## config.mk

```make
export PLATFORM = sky130hd
export DESIGN_NAME = salc_way_logic
export DESIGN_NICKNAME = d
export VERILOG_FILES = /design/src/salc_pkg.sv /design/src/salc_way_logic.sv
export SDC_FILE = /design/constraint.sdc
export NUM_CORES = 1
export LEC_CHECK = 0
export BUFFER_PORTS_ARGS = -buffer_cell sky130_fd_sc_hd__buf_2
export CAP_MARGIN = 25
export CORE_AREA = 4 4 438 440
export DETAILED_ROUTE_END_ITERATION = 10
export DIE_AREA = 0 0 442 444
export GPL_TIMING_DRIVEN = 1
export PLACE_DENSITY = 0.32
export SYNTH_ARGS = -nofsm -noshare
export SYNTH_HDL_FRONTEND = slang
export SYNTH_SLANG_ARGS = --single-unit
```

## constraint.sdc

```tcl
create_clock -name vclk -period 13.7
set_clock_uncertainty 0.2 [all_clocks]
set_input_delay 0.685 -clock vclk [all_inputs]
set_output_delay 0.685 -clock vclk [all_outputs]
set_load 0.02 [all_outputs]
```

## src/salc_pkg.sv

```systemverilog
`default_nettype none
package salc_pkg;

   localparam int CNT_W  = 32;
   localparam int RANK_W = 3;

   localparam logic [CNT_W-1:0]  CNT_MAX  = '1;
   localparam logic [RANK_W-1:0] RANK_MAX = '1;

   typedef enum logic [1:0] {
      ACT_INSTR  = 2'd0,
      ACT_LOAD   = 2'd1,
      ACT_STORE  = 2'd2,
      ACT_MODIFY = 2'd3
   } action_type;

   typedef enum logic [1:0] {
      CSR_SET_BITS   = 2'd0,
      CSR_WAYS       = 2'd1,
      CSR_BLOCK_BITS = 2'd2
   } csr_index_type;

   typedef enum logic {
      ST_IDLE,
      ST_UPDATE
   } state_type;

   typedef struct packed {
      logic [1:0]  action;
      logic [63:0] addr;
   } req_type;

   typedef struct packed {
      logic             hit;
      logic             miss;
      logic             evicted;
      logic             modify_hit;
      logic [CNT_W-1:0] hits_total;
      logic [CNT_W-1:0] misses_total;
      logic [CNT_W-1:0] evictions_total;
   } rsp_type;

   typedef struct packed {
      logic hit;
      logic miss;
      logic evicted;
   } outcome_type;

   function automatic logic [CNT_W-1:0] sat_add(input logic [CNT_W-1:0] cnt,
                                                 input logic [1:0] inc);
      logic [CNT_W:0] sum;
      sum = {1'b0, cnt} + {{(CNT_W-1){1'b0}}, inc};
      return sum[CNT_W] ? CNT_MAX : sum[CNT_W-1:0];
   endfunction

endpackage
`default_nettype wire

```

## src/salc_way_logic.sv

```systemverilog
`default_nettype none
module salc_way_logic #(
   parameter int NUM_WAYS = 8,
   parameter int TAG_W    = 63
) (
   input  wire logic [NUM_WAYS*(TAG_W+salc_pkg::RANK_W)-1:0] row_rd,
   input  wire logic [NUM_WAYS-1:0]                          valid_rd,
   input  wire logic [NUM_WAYS-1:0]                          active,
   input  wire logic [TAG_W-1:0]                             tag,
   output logic      [NUM_WAYS*(TAG_W+salc_pkg::RANK_W)-1:0] row_wr,
   output logic      [NUM_WAYS-1:0]                          valid_wr,
   output salc_pkg::outcome_type                             outcome
);

   localparam int RANK_W  = salc_pkg::RANK_W;
   localparam int ENTRY_W = TAG_W + RANK_W;

   logic [NUM_WAYS-1:0] hit_sel;
   logic [NUM_WAYS-1:0] free_sel;
   logic [NUM_WAYS-1:0] best_sel;
   logic                hit_any;
   logic                free_any;
   logic [NUM_WAYS-1:0] sel;
   logic [RANK_W:0]     old_rank;

   always_comb begin : search
      logic [RANK_W-1:0] best_rank;
      logic [RANK_W-1:0] rank_w;
      hit_sel   = '0;
      free_sel  = '0;
      best_sel  = '0;
      hit_any   = 1'b0;
      free_any  = 1'b0;
      best_rank = '0;
      for (int w = 0; w < NUM_WAYS; w++) begin
         rank_w = row_rd[w*ENTRY_W +: RANK_W];
         if (!hit_any && active[w] && valid_rd[w] &&
             row_rd[w*ENTRY_W+RANK_W +: TAG_W] == tag) begin
            hit_any    = 1'b1;
            hit_sel[w] = 1'b1;
         end
         if (!free_any && active[w] && !valid_rd[w]) begin
            free_any    = 1'b1;
            free_sel[w] = 1'b1;
         end
         if (active[w] && (w == 0 || rank_w > best_rank)) begin
            best_rank   = rank_w;
            best_sel    = '0;
            best_sel[w] = 1'b1;
         end
      end
   end

   always_comb begin : update
      logic [RANK_W-1:0] hit_rank;
      logic [RANK_W-1:0] rank_w;
      hit_rank = '0;
      for (int w = 0; w < NUM_WAYS; w++) begin
         hit_rank = hit_rank | (row_rd[w*ENTRY_W +: RANK_W] & {RANK_W{hit_sel[w]}});
      end
      old_rank = hit_any ? {1'b0, hit_rank} : {1'b1, {RANK_W{1'b0}}};
      sel      = hit_any ? hit_sel : (free_any ? free_sel : best_sel);
      row_wr   = row_rd;
      for (int w = 0; w < NUM_WAYS; w++) begin
         rank_w = row_rd[w*ENTRY_W +: RANK_W];
         if (active[w] && sel[w]) begin
            row_wr[w*ENTRY_W +: ENTRY_W] = {tag, {RANK_W{1'b0}}};
         end else if (active[w] && valid_rd[w] && {1'b0, rank_w} < old_rank &&
                      rank_w < salc_pkg::RANK_MAX) begin
            row_wr[w*ENTRY_W +: RANK_W] = rank_w + RANK_W'(1);
         end
      end
      valid_wr = valid_rd | (sel & active);
   end

   assign outcome.hit     = hit_any;
   assign outcome.miss    = !hit_any;
   assign outcome.evicted = !hit_any && !free_any;

endmodule
`default_nettype wire

```

==> metrics.md <==
| Metric | Value |
|---|---|
| Max Freq | `0.0772 GHz` |
| Gr busiest metal | `met2` |
| Post-cts resize count | `0` |
| Critical-path maximum fanout | `26` |
| Overflow after GRT | `0` |
| Cts hold-fix bufs | `0` |
| Number of buffers added on ports | `1,146` |
| Flip-flop and latch count | `0` |
| P&R area growth vs syn | `55.1%` |
| FF/Latch Area | `0 um2` |
| Unrepaired setup endpoints after global routing | `no` |
| Final GP Congestion | `0.954` |
| Max Slew Vio Count | `0` |
| MaxCap Viol Count | `0` |
| Final nets | `3,981` |
| Leading area contributor after synthesis | `mux2_2` |
| 1st-pass router iterations | `6` |
| Endpoints failing hold | `0` |
| Buf/Inv on CP | `4` |
| CP arrival | `12.06 ns` |
| Grt met2 use | `41.1%` |
| Antenna violations before repair | `127` |
| Total number of vias | `25.8k` |
| # DRC | `0` |
| Routed len/inst | `43.8 um` |
| Top delay family on crit path | `compound AO/OA/AOI/OAI gates` |
| Routing usage on met1 | `30.2%` |
| Initial core utilization | `9.10%` |
| Die width | `442 um` |
| GRT met3 Usage | `7.06%` |
| Avg Cell Area, Syn | `7.62 um2` |
| Area contributors post-synth | `mux2_2 22%, xor2_1 13%, xnor2_1 10%` |
| Seq/Total Area, Yosys | `0%` |
| Die area | `196,000 um2` |
| Cell mode on critical path | `ha_1` |
| Post-CTS Repair Setup Buffers | `0` |
| Die height | `444 um` |
| Synth top area share | `22.0%` |
| Mapped Nets | `2,884` |
| Final min period | `12.95 ns` |
| Post-DRT Antenna Nets | `0` |
| Startpoint Class | `primary input` |
| Post-DP HPWL | `221,000 um` |
| Worst EP required | `12.82 ns` |
| Share of post-route cells with drive strength above 1 | `50.9%` |
| Period utilization | `94.5%` |
| Final Setup Violations | `0` |
| Synth cell types | `98` |
| Via count of the first global-routing pass | `25.3k` |
| I/O pin count | `1,146` |
| 1st-iter DRT viols | `2,739` |
| Std-Cell Rows | `159` |
| Setup CP Type | `primary input to output pin` |
| Status | `complete, no violations` |
| Routed WL | `258,000 um` |
| Slowest CP cell | `a2111oi_2` |
| Yosys warns | `0` |
| Post-synthesis cell area | `17,100 um2` |
| All-Layer GR Usage | `24.7%` |
| Fin Hold WS | `1.52 ns` |
| CP endpoint kind | `output pin` |
| Slew headroom | `17.1%` |
| Fin Setup TNS | `0 ns` |
| Syn Inst Count | `2,240` |
| Least-Margin Pin Slew | `1.24 ns` |
| Via density per instance | `4.37` |
| Final-layout fill cell count | `21.8k` |
| Multi-input gate area | `15,900 um2` |
| Largest net degree at the start of global routing | `49` |
| Core area | `188,000 um2` |
| Worst hold path type | `primary input to output pin` |
| Clock buffers | `0` |
| Critical path's largest stage delay | `0.44 ns` |
| First-pass GRT wire length | `314,000 um` |
==> layer usage <==
layer	wire (um)	part of all wire, %	up-vias
li1	-	-	10478
met1	104000	40	13033
met2	120000	47	1832
met3	22100	8.6	422
met4	11300	4.4	28
met5	181	0.070	-
==> cell type report <==
type,count,area share [%]
Multi-Input combinational cell,1981,60.0
Inverter,66,0.936
Tap cell,2495,11.8
Timing Repair Buffer,1288,26.6
Antenna cell,67,0.633
==> layout by cell type, fill, tap and decap left out, types with 48 or more instances in the layout <==
master    instances
buf_2          1146
buf_4           122
diode_2          67
inv_1            65
mux2_1           79
mux2_2          333
nand2_1         169
nand2b_1         48
nand4_1         112
nor2b_1          91
nor4_1          150
o21ai_0         102
xnor2_1         199
xor2_1          247
==> stage by stage <==
| stage | worst slack (ns) | util, % | area (um2) | instances |
|---|---|---|---|---|
| final | 0.750 | 14.1 | 26500 | 5897 |
| after global routing | 0.0374 | 14.1 | 26400 | 5860 |
| after CTS | 0.288 | 14.0 | 26300 | 5830 |
| after detailed placement | 0.330 | 14.0 | 26300 | 5830 |
| after global placement | 0.117 | 14.0 | 26300 | 5829 |
| after floorplan | 1.97 | - | 17100 | 2240 |
==> logic make-up after synthesis <==
logic type / synth area share [%]
buffers and inverters: 7.45
AO/OA/AOI/OAI: 11.0
XOR/XNOR: 22.9
multiplexers: 29.6
adder cells (fa/ha/maj): 2.77
AND/OR/NAND/NOR: 26.3
==> final timing paths <==
check | start | end | slack, ns | cells after the start
setup / recovery | active[0] | row_wr[153] | 0.75 | 53
hold / removal | row_rd[381] | row_wr[381] | 1.52 | 3
==> cells in the mapped netlist, types with 4 or more instances <==
library cell / n
a2111oi_0: 16
a211oi_1: 10
a21o_1: 12
a21oi_1: 42
a21oi_2: 4
a221oi_1: 4
a31o_2: 4
and2_1: 4
and3_1: 11
and4_1: 5
buf_1: 7
buf_2: 111
buf_4: 15
buf_6: 11
clkbuf_1: 47
ha_1: 37
inv_1: 65
mux2_1: 79
mux2_2: 333
mux2_4: 24
mux2i_1: 5
nand2_1: 169
nand2b_1: 48
nand3_1: 24
nand4_1: 112
nand4b_1: 12
nor2_1: 40
nor2b_1: 91
nor3_1: 29
nor3b_1: 4
nor4_1: 153
o2111ai_1: 7
o211ai_1: 10
o21a_1: 6
o21ai_0: 105
o21ai_1: 4
o221ai_1: 6
o22ai_1: 8
or2_2: 4
or3_1: 4
or4_1: 21
xnor2_1: 199
xor2_1: 247
