## src/salc_ram.sv

```systemverilog
`default_nettype none
module salc_ram #(
   parameter int WIDTH = 8,
   parameter int DEPTH = 32
) (
   input  wire logic                     clock,
   input  wire logic                     rd_en,
   input  wire logic [$clog2(DEPTH)-1:0] rd_addr,
   output logic      [WIDTH-1:0]         rd_data,
   input  wire logic                     wr_en,
   input  wire logic [$clog2(DEPTH)-1:0] wr_addr,
   input  wire logic [WIDTH-1:0]         wr_data
);

   logic [WIDTH-1:0] mem_ff [DEPTH];
   logic [WIDTH-1:0] rd_data_ff;

   always_ff @(posedge clock) begin
      if (wr_en) begin
         mem_ff[wr_addr] <= wr_data;
      end
      if (rd_en) begin
         rd_data_ff <= mem_ff[rd_addr];
      end
   end

   assign rd_data = rd_data_ff;

endmodule
`default_nettype wire

```

## config.mk

```make
export PLATFORM = sky130hd
export DESIGN_NAME = salc_ram
export DESIGN_NICKNAME = d
export VERILOG_FILES = /design/src/salc_ram.sv
export SDC_FILE = /design/constraint.sdc
export NUM_CORES = 1
export LEC_CHECK = 0
export ABC_AREA = 1
export BUFFER_PORTS_ARGS = -buffer_cell sky130_fd_sc_hd__buf_2
export CAP_MARGIN = 10
export CORE_MARGIN = 1.5
export CORE_UTILIZATION = 56
export CTS_CLUSTER_SIZE = 25
export DETAILED_ROUTE_END_ITERATION = 12
export GPL_ROUTABILITY_DRIVEN = 1
export PLACE_DENSITY = 0.86
export REMOVE_ABC_BUFFERS = 1
export SLEW_MARGIN = 5
export SYNTH_ARGS = -nofsm -noshare
export SYNTH_HDL_FRONTEND = slang
export SYNTH_SLANG_ARGS = --single-unit
```

## constraint.sdc

```tcl
create_clock -name clock -period 1 [get_ports clock]
set_input_delay 0 -clock clock [delete_from_list [all_inputs] [get_ports clock]]
set_output_delay 0 -clock clock [all_outputs]
set_load 0.05 [all_outputs]
```

==> impl_metrics.tcl, run 1 <==
set metrics [dict create \
    outcome "finished with violations" \
    failed_checks "setup timing" \
    synth-seq-area-share_pct 73.0 \
    postSynthCellCount 922 \
    cts.htree.levels 1 \
    crit_path_max_fanout 1 \
    clkTransAtPathRegs_ns 0.06 \
    die_area_sq_um 20200 \
    drt_iter0_markers 797 \
    synth_top_cell_by_area "edfxtp_1" \
    max_freq_mhz 763 \
    ir_worst_vdd_uv 1690 \
    antenna_cells 0 \
    portBuffers 28 \
    clk-insertion-delay-late_ns 0.53 \
    slew-limit-headroom_pct 49.8 \
    cap_viol_max_count 0 \
    synth_cell_types 11 \
    drive_gt1_share_pct 20.2 \
    n_fill_cell 1215 \
    design_area_sq_um 12800 \
    start_util_pct 57.5 \
    worstSetupStartpointType "flop" \
    rows 50 \
    grt_pass1_wl_mm 41.4 \
    fp.dieW_um 142 \
    coreArea_sq_um 18900 \
    cts_tree "built" \
    worstHoldPathType "primary input to flop" \
    ys_ff_latch 264 \
    setup_viol_count_final 16 \
    hold_viol 0 \
    p_per_area_nw_per_um2 1830 \
    synth.top_cell.area_share_pct 73.0 \
    grt_remaining_overflow 0 \
    slowest_stage "edfxtp_1" \
    antenna_left 0 \
    drv_slew 0 \
    synth_area_sq_um 10900 \
    p_leak_uw 0.00486 \
    p_total_uw 23600 \
    synthTopCellsByArea "edfxtp_1, nand2_1, nand3_1" \
    drc 0 \
    routed_wl_mm 27.3 \
    first_pass_iters 7 \
    dpl_cell_area_sq_um 11700 \
    vias_per_cell 5.93 \
    fp.dieH_um 142 \
    hold_depth 5 \
    grt_max_degree 43 \
    crit_type "flop to flop" \
    routabilityCongestion 0.898 \
    critPathMaxStageDelay_ns 0.43 \
    finalCriticalPeriod_ns 1.31 \
    yosys_warnings 0 \
    vias 7601 \
    cts_sinks 264 \
    io_pins 29 \
    clock_path_buffers 3 \
    path_cells "nand2_2 > nand3_2 > nand3_2 > nand2_2 > nand2_2 > nand2_2 > nand2_1 > nand2_1" \
    critPathCaptureType "flop" \
    nNetsFinal 1026 \
    antenna_found_initial 0 \
    cpMostUsedCell "nand2_2" \
    synthToLayoutAreaGrowth_pct 18.2 \
    grt_pass1_vias 7647 \
    rr_worst_depth 8 \
    finClkSkew_ns 0.00858 \
    critPathRequiredTime_ns 1.28 \
    grtUsageTotal_pct 27.4 \
    routedWlPerCell_um 21.3 \
    timing.final.ws_setup_ns -0.310 \
    cts_buffers 26 \
    cts_root_buffer "clkbuf_16" \
    multi_input_area_sq_um 2800 \
    avgSynthCellArea_sq_um 11.8 \
    finalCritPeriodShare_pct 131 \
    dp_hpwl_mm 16.2 \
    rsz0062_at_grt "true" \
    register_area_sq_um 7930 \
    tightest_slew_ns 0.753 \
    cp.arrival_ns 1.59 \
]
[registers in the layout, indices dropped and copies added, names as in the netlist]
signal / count
mem_ff: 256
rd_data: 8
[layer usage]
layer  wire (um)  global-route usage [%]  up-vias
li1            -                       -     3368
met4        1160                    11.8        2
met5           8                       0        -
met2       13200                    46.4      490
met1       10000                    34.2     3644
met3        2860                    5.99       97
[final timing paths]
kind | from | slack (ns) | to
min reg2reg | mem_ff[28][6]$_DFFE_PP_ | 0.88 | rd_data[6]$_DFFE_PP_
min | rd_addr[3] | 0.02 | rd_data[4]$_DFFE_PP_
max reg2reg | mem_ff[13][2]$_DFFE_PP_ | -0.31 | rd_data[2]$_DFFE_PP_
max | mem_ff[13][2]$_DFFE_PP_ | -0.31 | rd_data[2]$_DFFE_PP_
[report_power, final]
part           internal (uW)  switching, uW  leakage, uW
clock network           5380           3860     0.000387
registers              12400           61.7      0.00239
logic                    600           1310      0.00208
total                  18300           5240      0.00486
[worst max-delay path: cells and delay by family, from the launching register on]
family	cells	cell delay, ns
flip-flops	1	0.43
AND/OR/NAND/NOR	8	0.63
[cell type report]
class	instances	share of cell area, %
multi-input cells	596	21.8
repair buffers	107	7.52
well taps	260	2.53
inverters	10	0.302
clock buffers	32	5.40
flip-flops and latches	264	61.7
clock inverters	12	0.779
[cells by family (layout without fill, tap and decap cells)]
logic type             count (synthesis)  in the layout  synth area share, %
flip-flops                           264            264                 73.0
AND/OR/NAND/NOR                      596            596                 22.9
buffers and inverters                 62            161                 4.11
[through the flow]
stage          cells  hold slack (ns)  setup TNS (ns)  worst slack [ns]  utilization (%)
2_1_floorplan    870           0.0989          -10.04            -0.627                -
3_3_place_gp    1235            0.370          -12.82            -0.384             61.8
3_5_place_dp    1235            0.372          -24.52            -0.449             61.8
4_1_cts         1281          0.00425           -2.67            -0.210             67.5
5_1_grt         1281           0.0464           -3.65            -0.333             68.0
6_report        1281           0.0216           -3.05            -0.310             68.0
[Yosys cell counts, drive strengths merged]
library cell / n
nor2: 32
inv: 10
nand3: 204
edfxtp: 264
clkbuf: 7
buf: 45
nand2: 360
[layout by cell type, fill, tap and decap left out]
master,n
buf_12,14
buf_2,19
buf_4,64
buf_6,8
bufinv_16,2
clkbuf_1,5
clkbuf_16,27
clkinv_1,8
clkinv_2,3
dlygate4sd3_1,2
edfxtp_1,264
inv_1,8
inv_2,1
nand2_1,336
nand2_2,22
nand2_4,2
nand3_1,160
nand3_2,42
nand3_4,2
nor2_1,32
[repair_timing]
action                                  in CTS  in global routing
endpoints found under the setup margin      16                 16
resized for setup                           65                 23
pin swaps                                   75                 17
buffers inserted                             0                  0
hold endpoints to repair                    16                  0
hold buffers                                 2                  0
Power figures use the tool's default switching activity.
==> run 2: changes to the inputs <==
- ABC_AREA: 1 -> not set
- CORE_UTILIZATION: 56 -> 60
- PLACE_DENSITY: 0.86 -> 0.87
- clock period: 1 -> 1.5 ns (I/O delays scaled with it)
==> impl_metrics.tcl, run 2 <==
set metrics [dict create \
    outcome "finished with violations" \
    failed_checks "setup timing" \
    crit_cells 3 \
    rsz0062_at_grt "true" \
    crit_path_start "mem_ff[7][3]$_DFFE_PP_" \
    rr_worst_depth 3 \
    critical_path_buf_inv_count 0 \
    dp_hpwl_mm 13.2 \
    slowest_stage "mux4_2" \
    synth_area_sq_um 10100 \
    crit_type "flop to flop" \
    grt_remaining_overflow 0 \
    slew-limit-headroom_pct 55.1 \
    nNetsFinal 520 \
    async_flop_share_pct 0 \
    max_freq_mhz 498 \
    grtUsageMet1_pct 41.5 \
    drv_slew 0 \
    grt_pass1_wl_mm 33.9 \
    path_delay_family "multiplexers" \
    timing.rr.end "rd_data[3]$_DFFE_PP_" \
    routabilityCongestion 0.798 \
    critPathCaptureType "flop" \
    grtUsageTotal_pct 27.1 \
    routedWlPerCell_um 30.7 \
    die_area_sq_um 17700 \
    grt_pass1_vias 4956 \
    synthToLayoutAreaGrowth_pct 15.4 \
    p_leak_uw 0.00378 \
    worstSetupStartpointType "flop" \
    crit_path_end "rd_data[3]$_DFFE_PP_" \
    cts_root_buffer "clkbuf_16" \
    cap_viol_max_count 0 \
    finClkSkew_ns 0.00910 \
    coreArea_sq_um 16500 \
    cts.htree.levels 1 \
    power_frac_clock_pct 40.0 \
    drt_iter0_markers 724 \
    worstReg2RegStart "mem_ff[7][3]$_DFFE_PP_" \
    p_sw_uw 3130 \
    cts_sinks 264 \
    cell_internal_pwr_uw 12200 \
    antenna_left 0 \
    final_common_cell "edfxtp_1" \
    clock_path_buffers 3 \
    path_cells "mux4_2 > mux4_2 > mux2_4" \
    finalCritPeriodShare_pct 134 \
    synth.top_cell.area_share_pct 78.2 \
    p_comb_share_pct 5.9 \
    regMostFlops "mem_ff" \
    p_per_area_nw_per_um2 1310 \
    drc 0 \
    final_cell_mix "edfxtp_1, mux4_2, buf_4, nor2_1, buf_2" \
    crit_path_max_fanout 1 \
    utilization_pct 70.7 \
    critPathMaxStageDelay_ns 0.52 \
    grt_util_met2_pct 41.4 \
    synth_top_flop_cell "edfxtp_1" \
    largest_reg_flops 256 \
    ir_worst_vdd_uv 882 \
    grt.busiest_layer "met1" \
    grt_max_degree 33 \
    yosys_warnings 0 \
    hold_start "wr_data[1]" \
    io_pins 29 \
    timing.final.ws_setup_ns -0.510 \
    synth_cell_types 14 \
    cp.arrival_ns 2.28 \
    vias 4834 \
    fp.dieH_um 133 \
    cts_buffers 25 \
    start_util_pct 61.3 \
    antenna_cells 0 \
    first_pass_iters 5 \
    critPathRequiredTime_ns 1.77 \
    clk-insertion-delay-late_ns 0.52 \
    cpMostUsedCell "mux4_2" \
    met3_usage_pct 5.13 \
    synth_edf_count 264 \
    synth-seq-area-share_pct 78.2 \
    vias_per_cell 6.58 \
    synth_top_cell_by_area "edfxtp_1" \
    postSynthCellCount 417 \
    hold_viol 0 \
    worstHoldPathType "primary input to flop" \
    place_inst 691 \
    finalCriticalPeriod_ns 2.01 \
    portBuffers 28 \
    p_seq_share_pct 54.1 \
    finalSetupTns_ns -3.59 \
    fp.dieW_um 133 \
    rows 47 \
    synthTopCellsByArea "edfxtp_1, mux4_2, nor2_1" \
    antenna_found_initial 0 \
    routed_wl_mm 22.6 \
    avgSynthCellArea_sq_um 24.3 \
    drive_gt1_share_pct 38.6 \
    synth_common_cells "edfxtp_1, mux4_2, nor2_1, mux2_2" \
    cts_tree "built" \
    clkTransAtPathRegs_ns 0.06 \
    ys_ff_latch 264 \
    switching_share_pct 20.4 \
    setup_viol_count_final 8 \
    stdcell_count 735 \
    tightest_slew_ns 0.673 \
    yosysMostFrequentCell "edfxtp_1" \
    ff2ff_setup_slack_ns -0.51 \
]
[run 2: cell count changes in the layout (fill, tap and decap cells not counted), moves of 8 or more]
cell and change:
buf_2 +8, buf_4 -24, buf_6 -8, inv_1 -8, mux4_2 +80, nand2_1 -335, nand2_2 -22, nand3_1 -158
nand3_2 -42
[run 2: area by class of cell]
cell class | instances | area [sq um]
clock buffer | 29 | 641
clock inverter | 14 | 139
fill | 909 | 4830
multi-input combinational | 133 | 2120
sequential | 264 | 7930
tap | 220 | 275
timing repair buffer | 75 | 586
[run 2: through the flow]
step | total power (uW) | setup WS [ns] | hold WS (ns) | area, sq um
5_1_grt | 15700 | -0.502 | 0.0229 | 11700
4_1_cts | 15300 | -0.492 | 0.00933 | 11700
6_report | 15300 | -0.510 | 0.0120 | 11700
3_3_place_gp | 9250 | -0.543 | 0.385 | 10900
3_5_place_dp | 9290 | -0.555 | 0.375 | 10900
2_1_floorplan | 8830 | -0.252 | 0.0989 | 10000
[run 2: layer usage]
layer,vias up,part of all wire [%]
met3,40,11
met4,0,2.1
li1,1942,-
met2,340,48
met5,-,0
met1,2512,38
[run 2: power by group through the flow]
stage	Combinational, uW	Clock (uW)	Sequential [uW]
floorplan	341	0	8480
global placement	834	0	8420
detailed placement	864	0	8420
CTS	899	6160	8270
global route	947	6450	8270
finish	904	6120	8270
[run 2: worst min path at each step]
stage,endpoint,slack [ns],depth (start not counted)
6_report,mem_ff[8][1]$_DFFE_PP_,0.01,1
5_1_grt,mem_ff[4][2]$_DFFE_PP_,0.02,1
4_1_cts,mem_ff[10][1]$_DFFE_PP_,0.009,1
3_5_place_dp,rd_data[3]$_DFFE_PP_,0.38,1
3_3_place_gp,rd_data[3]$_DFFE_PP_,0.39,1
2_1_floorplan,mem_ff[0][0]$_DFFE_PP_,0.1,0
[run 2: kinds of logic after synthesis]
| family | after synthesis | synth area share [%] |
|---|---|---|
| buffers and inverters | 20 | 1.05 |
| flip-flops | 264 | 78.2 |
| multiplexers | 88 | 18.7 |
| AND/OR/NAND/NOR | 45 | 2.05 |
[run 2: timing repair]
item	CTS	global route
cloned	0	0
hold endpoints to repair	8	0
hold buffers	1	0
buffers inserted	0	0
resized for setup	5	1
endpoints found under the setup margin	8	8
==> run 3: changes to the inputs <==
- CORE_ASPECT_RATIO: not set -> 1.4
==> impl_metrics.tcl, run 3 (same netlist as run 2, synthesis figures left out) <==
set metrics [dict create \
    power_frac_clock_pct 39.2 \
    max_freq_mhz 499 \
    fp.dieW_um 113 \
    n_fill_cell 946 \
    cts_tree "built" \
    drive_gt1_share_pct 38.6 \
    vias_per_cell 6.72 \
    cts_buffers 23 \
    coreArea_sq_um 16700 \
    p_comb_share_pct 6.0 \
    p_sw_uw 3100 \
    switching_share_pct 20.6 \
    outcome "finished with violations" \
    fp.dieH_um 157 \
    dpl_cell_area_sq_um 10900 \
    setup_viol_count_final 8 \
    p_total_uw 15100 \
    antenna_left 0 \
    rows 56 \
    p_seq_share_pct 54.8 \
    cap_viol_max_count 0 \
    nNetsFinal 516 \
    drv_slew 0 \
    cts.htree.levels 1 \
    antenna_found_initial 1 \
    finalCritPeriodShare_pct 134 \
    clock_path_buffers 3 \
    cts_sinks 264 \
    drc 0 \
    final_cell_mix "edfxtp_1, mux4_2, buf_4, nor2_1, buf_2" \
    multi_input_area_sq_um 2130 \
    timing.final.ws_setup_ns -0.506 \
    worstHoldPathType "primary input to flop" \
    postCtsSetupBuffers 0 \
    drt_iter0_markers 564 \
    grt_remaining_overflow 0 \
    dr.max_layer_used "met4" \
    io_pins 29 \
    failed_checks "setup timing" \
    p_leak_uw 0.00375 \
    die_area_sq_um 17700 \
    grtUsageTotal_pct 26.0 \
    finalSetupTns_ns -3.74 \
    crit_path_max_fanout 1 \
    clk-insertion-delay-late_ns 0.52 \
    critPathCaptureType "flop" \
    met3_length_mm 2.03 \
    hold_viol 0 \
    routed_wl_mm 21.6 \
    regMostFlops "mem_ff" \
    dp_hpwl_mm 13.4 \
    tightest_slew_ns 0.657 \
    worstSetupStartpointType "flop" \
    start_util_pct 60.8 \
    routedWlPerCell_um 30.2 \
    first_pass_iters 5 \
    ir_worst_vdd_uv 954 \
    wl_met1_mm 7.88 \
    synthToLayoutAreaGrowth_pct 14.9 \
    vias 4804 \
    portBuffers 28 \
    clkTransAtPathRegs_ns 0.07 \
    register_area_sq_um 7930 \
    routabilityCongestion 0.788 \
    cp.arrival_ns 2.26 \
    largest_reg_flops 256 \
    design_area_sq_um 11600 \
    cts_root_buffer "clkbuf_16" \
    grt_pass1_vias 5001 \
    p_per_area_nw_per_um2 1290 \
    grt_max_degree 33 \
    slew-limit-headroom_pct 56.2 \
    wl_met2_mm 11.1 \
    critPathRequiredTime_ns 1.76 \
    pre_cts_ws_ns -0.599 \
    finClkSkew_ns 0.0224 \
    cell_internal_pwr_uw 12000 \
    finalCriticalPeriod_ns 2.01 \
    grt_pass1_wl_mm 32.6 \
    rsz0062_at_grt "true" \
    final_common_cell "edfxtp_1" \
    crit_type "flop to flop" \
]
==> run 3: changes by cell type in the layout (fill, tap and decap cells not counted), sizes merged <==
cell      before  now
diode          0    1
clkbuf        29   26
clkinvlp       0    2
buf           74   72
clkinv        11    8
inv            0    2
==> run 3: timing repair <==
item	in CTS	in global routing
cloned	0	0
endpoints found under the hold margin	8	0
setup endpoints to repair	8	8
resized for setup	7	0
hold buffers	1	0
==> run 3: worst paths after layout <==
check                                from                      end  slack (ns)  cells past startpoint
hold / removal                 wr_data[7]  mem_ff[26][7]$_DFFE_PP_        0.02                      1
setup reg to reg  mem_ff[31][5]$_DFFE_PP_     rd_data[5]$_DFFE_PP_       -0.51                      3
hold reg to reg   mem_ff[22][1]$_DFFE_PP_     rd_data[1]$_DFFE_PP_        1.00                      3
setup / recovery  mem_ff[31][5]$_DFFE_PP_     rd_data[5]$_DFFE_PP_       -0.51                      3
==> run 3: final cells by class <==
class,instances,area share (%)
antenna,1,0.0215
clock buffer,26,5.04
clock inverter,15,1.42
multi-input combinational,133,18.3
sequential,264,68.1
tap,203,2.18
timing repair buffer,73,5.01
==> run 3: power groups by stage <==
| stage | logic [uW] | registers (uW) | clock network, uW |
|---|---|---|---|
| after floorplan | 341 | 8480 | 0 |
| after global placement | 849 | 8420 | 0 |
| final | 908 | 8260 | 5900 |
| after detailed placement | 879 | 8420 | 0 |
| after CTS | 915 | 8270 | 5960 |
| after global routing | 957 | 8270 | 6220 |
==> run 3: per-layer routing <==
layer | up-vias | global-route usage, %
met3 | 45 | 5.03
met4 | 0 | 9.04
met1 | 2510 | 35.4
li1 | 1943 | -
met2 | 306 | 42.9
met5 | - | 0
==> run 3: critical path, stage by stage, from the launching register on <==
cell	delay, ns
edfxtp_1	0.38
mux4_2	0.53
mux4_2	0.54
mux2_4	0.28
==> run 3: through the flow <==
| stage | utilization (%) | instances | hold WS [ns] |
|---|---|---|---|
| 6_report | 69.8 | 715 | 0.0205 |
| 3_3_place_gp | 65.1 | 672 | 0.408 |
| 2_1_floorplan | - | 397 | 0.0989 |
| 4_1_cts | 69.8 | 714 | 0.0134 |
| 3_5_place_dp | 65.1 | 672 | 0.399 |
| 5_1_grt | 69.8 | 714 | 0.0249 |
